## src/rtl/sspq_pkg.sv

```systemverilog
// Shared constants, codes and control structs for the priority queue.
package sspq_pkg;

	localparam int QUEUE_DEPTH = 16;
	localparam int CNT_W       = $clog2(QUEUE_DEPTH + 1);
	localparam int PAYLOAD_W   = 32;
	localparam int PRIO_W      = 7;
	localparam int ID_W        = 16;
	localparam int OCC_W       = 5;

	localparam logic [PRIO_W-1:0] PRIO_MIN = 7'd1;
	localparam logic [PRIO_W-1:0] PRIO_MAX = 7'd100;
	localparam logic [ID_W-1:0]   ID_FIRST = 16'd1;

	typedef enum logic {
		ACT_INSERT = 1'b0,
		ACT_REMOVE = 1'b1
	} action_t;

	typedef enum logic [1:0] {
		ST_OK    = 2'd0,
		ST_EMPTY = 2'd1,
		ST_FULL  = 2'd2,
		ST_RANGE = 2'd3
	} status_t;

	typedef enum logic [1:0] {
		OP_NONE   = 2'd0,
		OP_INSERT = 2'd1,
		OP_REMOVE = 2'd2
	} op_t;

	// Controller to datapath
	typedef struct packed {
		logic    load;
		logic    exec;
		op_t     op;
		status_t code;
	} cmd_t;

	// Datapath to controller
	typedef struct packed {
		logic is_remove;
		logic prio_ok;
		logic empty;
		logic full;
	} stat_t;

endpackage

```

## src/rtl/sspq_channels.sv

```systemverilog
// Handshake channel interfaces for requests and responses.
interface sspq_cmd_if;
	logic                               valid;
	logic                               ready;
	logic                               action;
	logic [sspq_pkg::PRIO_W-1:0]        priority_req;
	logic [sspq_pkg::PAYLOAD_W-1:0]     payload;

	modport source (output valid, action, priority_req, payload, input ready);
	modport sink (input valid, action, priority_req, payload, output ready);
endinterface

interface sspq_rsp_if;
	logic                               valid;
	logic                               ready;
	logic [1:0]                         status;
	logic [sspq_pkg::ID_W-1:0]          entry_id;
	logic [sspq_pkg::PRIO_W-1:0]        entry_priority;
	logic [sspq_pkg::PAYLOAD_W-1:0]     entry_payload;
	logic [sspq_pkg::OCC_W-1:0]         occupancy;

	modport source (output valid, status, entry_id, entry_priority, entry_payload, occupancy,
		input ready);
	modport sink (input valid, status, entry_id, entry_priority, entry_payload, occupancy,
		output ready);
endinterface

```

## src/rtl/sspq_dp.sv

```systemverilog
// Datapath: sorted cell array, counters, request latch and result register.
module sspq_dp (
	input  logic                            clk,
	input  logic                            arst_n,
	input  sspq_pkg::cmd_t                  cmd,
	output sspq_pkg::stat_t                 stat,
	input  logic                            req_action,
	input  logic [sspq_pkg::PRIO_W-1:0]     req_priority,
	input  logic [sspq_pkg::PAYLOAD_W-1:0]  req_payload,
	output logic [1:0]                      res_status,
	output logic [sspq_pkg::ID_W-1:0]       res_id,
	output logic [sspq_pkg::PRIO_W-1:0]     res_priority,
	output logic [sspq_pkg::PAYLOAD_W-1:0]  res_payload,
	output logic [sspq_pkg::OCC_W-1:0]      res_occupancy
);

	logic [sspq_pkg::PRIO_W-1:0]    prio_q [sspq_pkg::QUEUE_DEPTH];
	logic [sspq_pkg::ID_W-1:0]      id_q   [sspq_pkg::QUEUE_DEPTH];
	logic [sspq_pkg::PAYLOAD_W-1:0] pay_q  [sspq_pkg::QUEUE_DEPTH];

	logic [sspq_pkg::CNT_W-1:0]     count_q;
	logic [sspq_pkg::ID_W-1:0]      id_ctr_q;

	logic                           act_q;
	logic [sspq_pkg::PRIO_W-1:0]    req_prio_q;
	logic [sspq_pkg::PAYLOAD_W-1:0] req_pay_q;

	logic [sspq_pkg::QUEUE_DEPTH-1:0] ge;
	logic [sspq_pkg::QUEUE_DEPTH-1:0] ge_prev;

	logic do_insert;
	logic do_remove;

	assign do_insert = cmd.exec && (cmd.op == sspq_pkg::OP_INSERT);
	assign do_remove = cmd.exec && (cmd.op == sspq_pkg::OP_REMOVE);

	// Each occupied cell compares its priority with the request
	always_comb begin
		for (int i = 0; i < sspq_pkg::QUEUE_DEPTH; i++) begin
			ge[i] = (sspq_pkg::CNT_W'(i) < count_q) && (prio_q[i] >= req_prio_q);
		end
	end

	// The cell below the insert point sees its upper neighbor stay put
	assign ge_prev = {ge[sspq_pkg::QUEUE_DEPTH-2:0], 1'b1};

	// Report request and fill state to the controller
	assign stat.is_remove = (act_q == sspq_pkg::ACT_REMOVE);
	assign stat.prio_ok   = (req_prio_q >= sspq_pkg::PRIO_MIN) &&
		(req_prio_q <= sspq_pkg::PRIO_MAX);
	assign stat.empty     = (count_q == '0);
	assign stat.full      = (count_q == sspq_pkg::CNT_W'(sspq_pkg::QUEUE_DEPTH));

	// Latch the accepted request
	always_ff @(posedge clk or negedge arst_n) begin
		if (!arst_n) begin
			act_q <= 1'b0;
		end else if (cmd.load) begin
			act_q <= req_action;
		end
	end

	always_ff @(posedge clk) begin
		if (cmd.load) begin
			req_prio_q <= req_priority;
			req_pay_q  <= req_payload;
		end
	end

	// Cells: keep, take the new entry, or shift from a neighbor
	for (genvar i = 0; i < sspq_pkg::QUEUE_DEPTH; i++) begin : g_cell
		if (i == 0) begin : g_head
			always_ff @(posedge clk) begin
				if (do_insert && !ge[i]) begin
					prio_q[i] <= req_prio_q;
					id_q[i]   <= id_ctr_q;
					pay_q[i]  <= req_pay_q;
				end else if (do_remove) begin
					prio_q[i] <= prio_q[i+1];
					id_q[i]   <= id_q[i+1];
					pay_q[i]  <= pay_q[i+1];
				end
			end
		end else if (i == sspq_pkg::QUEUE_DEPTH - 1) begin : g_tail
			always_ff @(posedge clk) begin
				if (do_insert && !ge[i]) begin
					if (ge_prev[i]) begin
						prio_q[i] <= req_prio_q;
						id_q[i]   <= id_ctr_q;
						pay_q[i]  <= req_pay_q;
					end else begin
						prio_q[i] <= prio_q[i-1];
						id_q[i]   <= id_q[i-1];
						pay_q[i]  <= pay_q[i-1];
					end
				end
			end
		end else begin : g_mid
			always_ff @(posedge clk) begin
				if (do_insert && !ge[i]) begin
					if (ge_prev[i]) begin
						prio_q[i] <= req_prio_q;
						id_q[i]   <= id_ctr_q;
						pay_q[i]  <= req_pay_q;
					end else begin
						prio_q[i] <= prio_q[i-1];
						id_q[i]   <= id_q[i-1];
						pay_q[i]  <= pay_q[i-1];
					end
				end else if (do_remove) begin
					prio_q[i] <= prio_q[i+1];
					id_q[i]   <= id_q[i+1];
					pay_q[i]  <= pay_q[i+1];
				end
			end
		end
	end

	// Advance the fill count and the id counter
	always_ff @(posedge clk or negedge arst_n) begin
		if (!arst_n) begin
			count_q  <= '0;
			id_ctr_q <= sspq_pkg::ID_FIRST;
		end else if (do_insert) begin
			count_q  <= count_q + 1'b1;
			id_ctr_q <= id_ctr_q + 1'b1;
		end else if (do_remove) begin
			count_q  <= count_q - 1'b1;
		end
	end

	// Capture the result of the operation
	always_ff @(posedge clk) begin
		if (cmd.exec) begin
			res_status <= cmd.code;
			case (cmd.op)
				sspq_pkg::OP_INSERT: begin
					res_id        <= id_ctr_q;
					res_priority  <= '0;
					res_payload   <= '0;
					res_occupancy <= sspq_pkg::OCC_W'(count_q + 1'b1);
				end
				sspq_pkg::OP_REMOVE: begin
					res_id        <= id_q[0];
					res_priority  <= prio_q[0];
					res_payload   <= pay_q[0];
					res_occupancy <= sspq_pkg::OCC_W'(count_q - 1'b1);
				end
				default: begin
					res_id        <= '0;
					res_priority  <= '0;
					res_payload   <= '0;
					res_occupancy <= sspq_pkg::OCC_W'(count_q);
				end
			endcase
		end
	end

endmodule

```

## src/rtl/sspq_ctrl.sv

```systemverilog
// Controller: request/response handshakes and operation decode.
module sspq_ctrl (
	input  logic            clk,
	input  logic            arst_n,
	input  logic            cmd_valid,
	output logic            cmd_ready,
	output logic            rsp_valid,
	input  logic            rsp_ready,
	input  sspq_pkg::stat_t stat,
	output sspq_pkg::cmd_t  cmd
);

	typedef enum logic [1:0] {
		S_IDLE = 2'b01,
		S_EXEC = 2'b10
	} state_t;

	state_t state_q;
	state_t state_d;
	logic   out_valid_q;
	logic   fire;

	assign cmd_ready = (state_q == S_IDLE);
	assign rsp_valid = out_valid_q;

	// Fire once the result register is free or being emptied
	assign fire = (state_q == S_EXEC) && (!out_valid_q || rsp_ready);

	// Decode the latched request into an operation and a status code
	always_comb begin
		cmd.load = cmd_valid && cmd_ready;
		cmd.exec = fire;
		cmd.op   = sspq_pkg::OP_NONE;
		cmd.code = sspq_pkg::ST_OK;
		if (stat.is_remove) begin
			if (stat.empty) begin
				cmd.code = sspq_pkg::ST_EMPTY;
			end else begin
				cmd.op = sspq_pkg::OP_REMOVE;
			end
		end else if (!stat.prio_ok) begin
			cmd.code = sspq_pkg::ST_RANGE;
		end else if (stat.full) begin
			cmd.code = sspq_pkg::ST_FULL;
		end else begin
			cmd.op = sspq_pkg::OP_INSERT;
		end
	end

	// Next state
	always_comb begin
		state_d = state_q;
		case (state_q)
			S_IDLE: begin
				if (cmd_valid) begin
					state_d = S_EXEC;
				end
			end
			S_EXEC: begin
				if (fire) begin
					state_d = S_IDLE;
				end
			end
			default: state_d = S_IDLE;
		endcase
	end

	// Hold state and the response valid flag
	always_ff @(posedge clk or negedge arst_n) begin
		if (!arst_n) begin
			state_q     <= S_IDLE;
			out_valid_q <= 1'b0;
		end else begin
			state_q <= state_d;
			if (fire) begin
				out_valid_q <= 1'b1;
			end else if (rsp_ready) begin
				out_valid_q <= 1'b0;
			end
		end
	end

endmodule

```

## src/rtl/stable_sorted_priority_queue.sv

```systemverilog
// A request accepted into the request latch is evaluated in the execute state; its response is
// registered once the result register is free or being emptied.
// The request latch feeds the cell array compare and shift, which updates the 16 cells and the
// response register together; the next request is accepted once the current one has executed.
// A pending response does not block the next request; a stalled response holds the engine.
// Reset: asynchronous, clears the entry count to zero and sets the id counter to one.
// Cell contents are not cleared; only occupied cells are ever read.
module stable_sorted_priority_queue (
	input logic         clk,
	input logic         arst_n,
	sspq_cmd_if.sink    cmd,
	sspq_rsp_if.source  rsp
);

	sspq_pkg::cmd_t  dp_cmd;
	sspq_pkg::stat_t dp_stat;

	// Sequence handshakes and decode operations
	sspq_ctrl u_ctrl (
		.clk       (clk),
		.arst_n    (arst_n),
		.cmd_valid (cmd.valid),
		.cmd_ready (cmd.ready),
		.rsp_valid (rsp.valid),
		.rsp_ready (rsp.ready),
		.stat      (dp_stat),
		.cmd       (dp_cmd)
	);

	// Hold the sorted entries and build responses
	sspq_dp u_dp (
		.clk           (clk),
		.arst_n        (arst_n),
		.cmd           (dp_cmd),
		.stat          (dp_stat),
		.req_action    (cmd.action),
		.req_priority  (cmd.priority_req),
		.req_payload   (cmd.payload),
		.res_status    (rsp.status),
		.res_id        (rsp.entry_id),
		.res_priority  (rsp.entry_priority),
		.res_payload   (rsp.entry_payload),
		.res_occupancy (rsp.occupancy)
	);

endmodule

```

## src/flat_wrapper.sv

```systemverilog
// flat-port wrapper written by rule: the top's interface ports become plain ports
module stable_sorted_priority_queue_flat 
  (clk, arst_n, cmd_valid, cmd_action, cmd_priority_req, cmd_payload, cmd_ready, rsp_valid, rsp_status, rsp_entry_id, rsp_entry_priority, rsp_entry_payload, rsp_occupancy, rsp_ready);
  sspq_cmd_if cmd_i ();
  sspq_rsp_if rsp_i ();
  input logic clk;
  input logic arst_n;
  input wire logic [$bits(cmd_i.valid)-1:0] cmd_valid;
  input wire logic [$bits(cmd_i.action)-1:0] cmd_action;
  input wire logic [$bits(cmd_i.priority_req)-1:0] cmd_priority_req;
  input wire logic [$bits(cmd_i.payload)-1:0] cmd_payload;
  output wire logic [$bits(cmd_i.ready)-1:0] cmd_ready;
  output wire logic [$bits(rsp_i.valid)-1:0] rsp_valid;
  output wire logic [$bits(rsp_i.status)-1:0] rsp_status;
  output wire logic [$bits(rsp_i.entry_id)-1:0] rsp_entry_id;
  output wire logic [$bits(rsp_i.entry_priority)-1:0] rsp_entry_priority;
  output wire logic [$bits(rsp_i.entry_payload)-1:0] rsp_entry_payload;
  output wire logic [$bits(rsp_i.occupancy)-1:0] rsp_occupancy;
  input wire logic [$bits(rsp_i.ready)-1:0] rsp_ready;
  assign cmd_i.valid = cmd_valid;
  assign cmd_i.action = cmd_action;
  assign cmd_i.priority_req = cmd_priority_req;
  assign cmd_i.payload = cmd_payload;
  assign cmd_ready = cmd_i.ready;
  assign rsp_valid = rsp_i.valid;
  assign rsp_status = rsp_i.status;
  assign rsp_entry_id = rsp_i.entry_id;
  assign rsp_entry_priority = rsp_i.entry_priority;
  assign rsp_entry_payload = rsp_i.entry_payload;
  assign rsp_occupancy = rsp_i.occupancy;
  assign rsp_i.ready = rsp_ready;
  stable_sorted_priority_queue u_core (.clk(clk), .arst_n(arst_n), .cmd(cmd_i), .rsp(rsp_i));
endmodule
```

## config.mk

```make
export PLATFORM = sky130hd
export DESIGN_NAME = stable_sorted_priority_queue_flat
export DESIGN_NICKNAME = d
export VERILOG_FILES = /design/src/rtl/sspq_pkg.sv /design/src/rtl/sspq_channels.sv /design/src/rtl/sspq_dp.sv /design/src/rtl/sspq_ctrl.sv /design/src/rtl/stable_sorted_priority_queue.sv /design/src/flat_wrapper.sv
export SDC_FILE = /design/constraint.sdc
export NUM_CORES = 2
export LEC_CHECK = 0
export ABC_AREA = 1
export ABC_CLOCK_PERIOD_IN_PS = 7200
export BUFFER_PORTS_ARGS = -buffer_cell sky130_fd_sc_hd__buf_2
export CAP_MARGIN = 5
export CORE_ASPECT_RATIO = 0.6
export CORE_MARGIN = 2
export CORE_UTILIZATION = 55
export DETAILED_ROUTE_END_ITERATION = 16
export PLACE_DENSITY = 0.74
export SYNTH_ARGS = -nofsm -noshare
export SYNTH_HDL_FRONTEND = slang
export SYNTH_SLANG_ARGS = --single-unit
```

## constraint.sdc

```tcl
create_clock -name clk -period 7.2 [get_ports clk]
set_input_delay 0 -clock clk [delete_from_list [all_inputs] [get_ports clk]]
set_output_delay 0 -clock clk [all_outputs]
set_load 0.02 [all_outputs]
```

After elaboration in Yosys (flattened, before gate mapping)
Memory sizes are Yosys's and may differ from the RTL's.
Cells that the tools add are included.
- $add $sub $neg: 3
- magnitude comparators: 34
- equal/unequal tests: 7
- mux-type cells: 229
- bitwise gates (word level): 90
- reduce and logical (&&, ||, !) cells: 59
- operator list (cell ; number):
    two-way mux 32 bit ; 30
    two-way mux 16 bit ; 30
    two-way mux 7 bit ; 30
    two-way mux 1 bit ; 127
    >= comparator 7 bit ; 16
    OR 1 bit ; 90
    less-than comparator 4 x 5 -> 1 bit, first input constant ; 8
    logical AND 1 bit ; 37
    case mux 16 bit (2 select lines) ; 1
    less-than comparator 3 x 5 -> 1 bit, first input constant ; 4
    logical NOT 1 bit ; 17
    adder 16 x 1 -> 16 bit, second input constant ; 1
    two-way mux 2 bit ; 6
    less-than comparator 1 x 5 -> 1 bit, first input constant ; 2
    less-than comparator 2 x 5 -> 1 bit, first input constant ; 2
    two-way mux 5 bit ; 2
    case mux 5 bit (2 select lines) ; 1
    >= comparator 7 x 1 -> 1 bit, second input constant ; 1
    <= comparator 7 bit, second input constant ; 1
    adder 5 x 1 -> 5 bit, second input constant ; 1
    equality test 5 bit, second input constant ; 1
    logical NOT 5 bit ; 1
    subtractor 5 x 1 -> 5 bit, second input constant ; 1
    equality test 2 x 1 -> 1 bit, second input constant ; 2
    other kinds (7) ; 10
- register bits: 126
- bits in writable memories: 880
- input port bits: 44
- output and inout port bits: 64
- word-level logic and storage cells: 437
- memories kept: 3
- memories (name ; words ; width ; rd ports ; clocked after Yosys merged registers in ; write ports ; line ; source):
    u_core.u_dp.pay_q ; 16 ; 32 ; 16 ; 0 ; 16 ; sspq_dp.sv:19 ; logic [sspq_pkg::PAYLOAD_W-1:0] pay_q [sspq_pkg::QUEUE_DEPTH];
    u_core.u_dp.id_q ; 16 ; 16 ; 16 ; 0 ; 16 ; sspq_dp.sv:18 ; logic [sspq_pkg::ID_W-1:0] id_q [sspq_pkg::QUEUE_DEPTH];
    u_core.u_dp.prio_q ; 16 ; 7 ; 16 ; 0 ; 16 ; sspq_dp.sv:17 ; logic [sspq_pkg::PRIO_W-1:0] prio_q [sspq_pkg::QUEUE_DEPTH];

Longest topological paths before layout
- depth in word-level cells: 11
- gate-level depth with buffers: 17
- depth with buffers taken out: 14

Cells and area by module
A second synthesis with hierarchy kept.
- cells, all modules: 6485
- area, all modules: 57005.9 um^2
- by module, submodules not included (module ; times used ; cells each ; area each (um^2) ; seq. area each (um^2)):
    sspq_dp ; 1 ; 6456 ; 56820.7 ; 30010.0
    sspq_ctrl ; 1 ; 29 ; 185.2 ; 76.3

Worst setup path before layout
OpenSTA, ideal clock, no wires.
- kind: register to register
- from: register u_core.u_ctrl.out_valid_q (netlist: u_core.u_ctrl.rsp_valid)
- to: memory u_core.u_dp.id_q[0][16] in the netlist's numbering, enable pin
- library setup time: 0.544 ns
- arrival time: 6.582 ns
- required time: 6.656 ns
- setup slack: 0.074 ns
- cell stages (with the launch flop): 6
- path buffers: 0
- period minus slack after synthesis: 7.126 ns
- cells stage by stage: dfrtp_1 inv_1 nor2_1 nor2_2 nand2_2 o21ai_0
- RTL lines (item ; line ; source):
    from (decl) ; sspq_ctrl.sv:20 ; logic out_valid_q;
    from (signal assigned) ; sspq_ctrl.sv:72 ; out_valid_q <= 1'b0;
    from (signal assigned) ; sspq_ctrl.sv:76 ; out_valid_q <= 1'b1;
    from (signal assigned) ; sspq_ctrl.sv:78 ; out_valid_q <= 1'b0;
    to (decl) ; sspq_dp.sv:18 ;

==> summary.md <==
| Metric | Value |
|---|---|
| Synth Net Count | 6500 |
| CP Max Fanout | 87 |
| Starting density of the core | approximately 55% |
| Cell with the most instances after synthesis | nand2_1 |
| Max Cap Viol | 0 |
| Tcrit/Tclk final | a little under three quarters |
| DR WL/cell | 24.6 um |
| Die width | about 400 um |
| Largest net degree at the start of global routing | 225 |
| Clock Skew | between 0.02 and 0.025 ns |
| Worst Hold Class | primary input to register |
| Port bufs | around 110 |
| FFs w/ async S/R, synth | 2.49% |
| First-pass GRT wire length | between 200000 and 300000 um |
| Synthesized instance count | 6339 |
| Via-to-Cell Ratio | 6.25 |
| M2 GR Usage | ~45% |
| Post-synthesis sequential area ratio | a little under three fifths |
| VDD IR max | between 0.2 and 0.3 mV |
| Yosys warns | 0 |
| Hold Fails Final Rpt | 0 |
| CTS tree | built |
| Worst path required time | 7.78 ns |
| Fmax | between 150 and 200 MHz |
| Layout cells sized above 1 | between 6 and 7% |
| R2r setup slk | slightly above 2 ns |
| Synth cell count leaders | 2516 x nand2_1, 1208 x nand3_1, 981 x edfxtp_1, 466 x inv_1, 271 x nand4_1 |
| Fin crit period | a little over 5 ns |
| Top post-synthesis cells by area | edfxtp_1 54%, nand2_1 17%, nand3_1 11%, inv_1 3.2%, nand4_1 3.1% |
| Vias in the first global route | approximately 43000 |
| FF/Latch Area | 30100 um2 |
| Fill cell count | between 8000 and 9000 |
| Worst-path clk slew | 0.07 ns |
| Pre-CTS setup slack | around 2.1 ns |
| Total CTS buffers | 95 |
| Slew Limit Fails | 0 |
| Maximum clock insertion buffer count | 3 |
| Netlist Area Pre-Place | roughly 54000 um2 |
| Critical path data arrival time | 5.73 ns |
| Reg2Reg Depth | 12 |
| Pre-antenna DRT Iters | 10 |
| Global route total overflow | 0 |
| Share of the synthesized area in the top cell type | about 54% |
| GRT Total Usage | a little over a third |
| Clk Latency, worst-skew pair | ~0.7 ns |
| Num ports | between 100 and 150 |
| CTS root buf | clkbuf_16 |
| P per Cell Area | roughly 270 nW/um2 |
| Die area | slightly above 100000 um2 |
| Hold Path End | u_core.u_dp.req_pay_q[20]$_DFFE_PP_ |
| Area delta synth->final | 8.57% |
| Synth Area per Inst | around 8.6 um2 |
| Final core utilization | approximately 60% |
| Setup WS post-layout | 2.05 ns |
| Synth unique cells | 38 |
| Post-route ant nets | 0 |
| Setup violators final | 0 |
| R2r endpoint | u_core.u_dp.id_q[1][9]$_DFFE_PP_ |
| Post-route setup TNS | 0 ns |
| Area of the multi-input gates | 20300 um2 |
| Worst slew pin tran | about 1.2 ns |
| M1 GR Usage | about 55% |
| Core area | about 98000 um2 |
| CP endpoint kind | register |
| Status | complete, no violations |
| CP startpoint kind | register |
| Met3 usage in global routing | between 10% and 20% |
| Initial DRC count | 9227 |
| Chip height | around 250 um |
| Routed vias | about 48000 |
| Leakage Power | ~25 nW |
| Final Non-Filler Cells | roughly 7700 |
| Num rows | between 80 and 90 |
| Post-DP HPWL | around 120000 um |
| FF+latch count, synth | 1006 |
| Total Wirelength | 188000 um |
| Grt peak-use layer | met1 |
| Hold Crit Depth | 2 |
| CTS H-tree depth | 3 |
| Post-CTS sizing | 0 |
| Type of the worst setup path | register to register |
| Post-synth EDFFs | between 900 and 1000 |
| Rel. slew slack | about a fifth |
| Reg2Reg Launch Point | u_core.u_dp.req_prio_q[5]$_DFFE_PP_ |
| DP Cell Count | roughly 7400 |
| DRC viols | 0 |
| RePlAce Congestion | 0.941 |
| Yosys top cell by area | edfxtp_1 |
| Hold path startpoint | cmd_payload[20] |
| Initial antenna violation count | 2 |
| Clock sink count | about 1000 |
| Nets | approximately 6400 |
| Commonest register cell after synthesis | edfxtp_1 |
| RSZ-0062 raised after global routing | no |
-- cells in the final DEF, fill, tap and decap left out, types with 24 or more instances in the layout --
cell type / netlist / layout
o21ai_0: 59 / 56
dlygate4sd3_1: 0 / 78
clkbuf_16: 0 / 95
edfxtp_1: 981 / 981
clkbuf_1: 111 / 24
buf_2: 253 / 107
inv_1: 466 / 465
buf_4: 44 / 91
nand2_1: 2516 / 2496
nand2_2: 10 / 29
nor2_1: 82 / 82
a21oi_1: 38 / 37
nand4_1: 271 / 271
clkinv_1: 3 / 26
ha_1: 117 / 117
nand3_1: 1208 / 1203
-- cell families after synthesis --
logic type               Yosys count  synth area share (%)
XOR/XNOR                          19                 0.306
flip-flops                      1006                  55.3
AND/OR/NAND/NOR                 4124                  32.9
buffers and inverters            954                  7.58
AO/OA/AOI/OAI                    119                  1.18
adder cells (fa/ha/maj)          117                  2.69
-- state kept, by name, summed over array words and instances, names as in the netlist, 2 cells and up --
name,cells
u_core.u_dp.pay_q,512
u_core.u_dp.id_q,256
u_core.u_dp.prio_q,112
u_core.u_dp.req_pay_q,32
u_core.u_dp.res_payload,32
u_core.u_dp.id_ctr_q,16
u_core.u_dp.res_id,16
u_core.u_dp.req_prio_q,7
u_core.u_dp.res_priority,7
u_core.u_dp.count_q,5
u_core.u_dp.res_occupancy,5
u_core.u_ctrl.state_q,2
u_core.u_dp.res_status,2
-- worst max path at each step --
stage               depth (start not counted)                                 from  slack, ns                                  to
floorplan                                   5  u_core.u_ctrl.rsp_valid$_DFFE_PN0P_       0.07   u_core.u_dp.id_q[0][16]$_DFFE_PP_
global placement                           12  u_core.u_dp.req_prio_q[4]$_DFFE_PP_       2.26  u_core.u_dp.pay_q[1][16]$_DFFE_PP_
detailed placement                         12  u_core.u_dp.req_prio_q[5]$_DFFE_PP_       2.12   u_core.u_dp.id_q[1][12]$_DFFE_PP_
CTS                                        12  u_core.u_dp.req_prio_q[5]$_DFFE_PP_       2.10    u_core.u_dp.id_q[1][9]$_DFFE_PP_
global route                               12  u_core.u_dp.req_prio_q[5]$_DFFE_PP_       1.79   u_core.u_dp.id_q[1][13]$_DFFE_PP_
finish                                     12  u_core.u_dp.req_prio_q[5]$_DFFE_PP_       2.05    u_core.u_dp.id_q[1][9]$_DFFE_PP_
-- what timing repair did --
item	CTS	global route
setup buffers	0	0
hold buffers	79	0
endpoints found under the hold margin	68	0
-- critical path, stage by stage, from the launching register on --
cell,delay (ns)
edfxtp_1,0.69
inv_1,0.61
nand2_1,0.19
nor2_1,0.12
nand2_2,0.13
nand4_4,0.38
nor2_4,0.39
buf_4,0.66
nand2_1,0.20
nand2_4,0.87
buf_4,0.44
nand3_1,0.13
nand2_1,0.12
-- report_power, final --
group	internal, mW	leakage [nW]	total (mW)	switching (mW)
clock	2.80	1.48	5.18	2.38
combinational	0.823	14.4	3.38	2.55
sequential	7.11	9.12	7.53	0.422
total	10.7	25.1	16.1	5.36
-- layout make-up --
cell class	count	area share, %
flip-flops and latches	1006	50.9
diodes	3	0.0127
clock buffers	122	4.25
clock inverters	56	0.909
well taps	1319	2.79
repair buffers	282	3.59
multi-input cells	4379	34.4
inverters	483	3.08
-- metrics by stage --
stage	power [mW]	area [um2]	hold slack, ns
2_1_floorplan	9.52	54400	-0.296
3_3_place_gp	10.7	55200	0.0699
3_5_place_dp	10.8	55200	0.0683
4_1_cts	15.8	59000	0.00227
5_1_grt	16.5	59000	0.0404
6_report	16.1	59100	0.0420
-- per-layer routing --
layer	vias up	part of all wire [%]	wire [um]
li1	21100	-	-
met1	22200	40	75400
met2	4162	36	68700
met3	334	21	40000
met4	9	2.1	3940
met5	-	0.20	375
No activity file was read; power rests on OpenSTA's default activity.
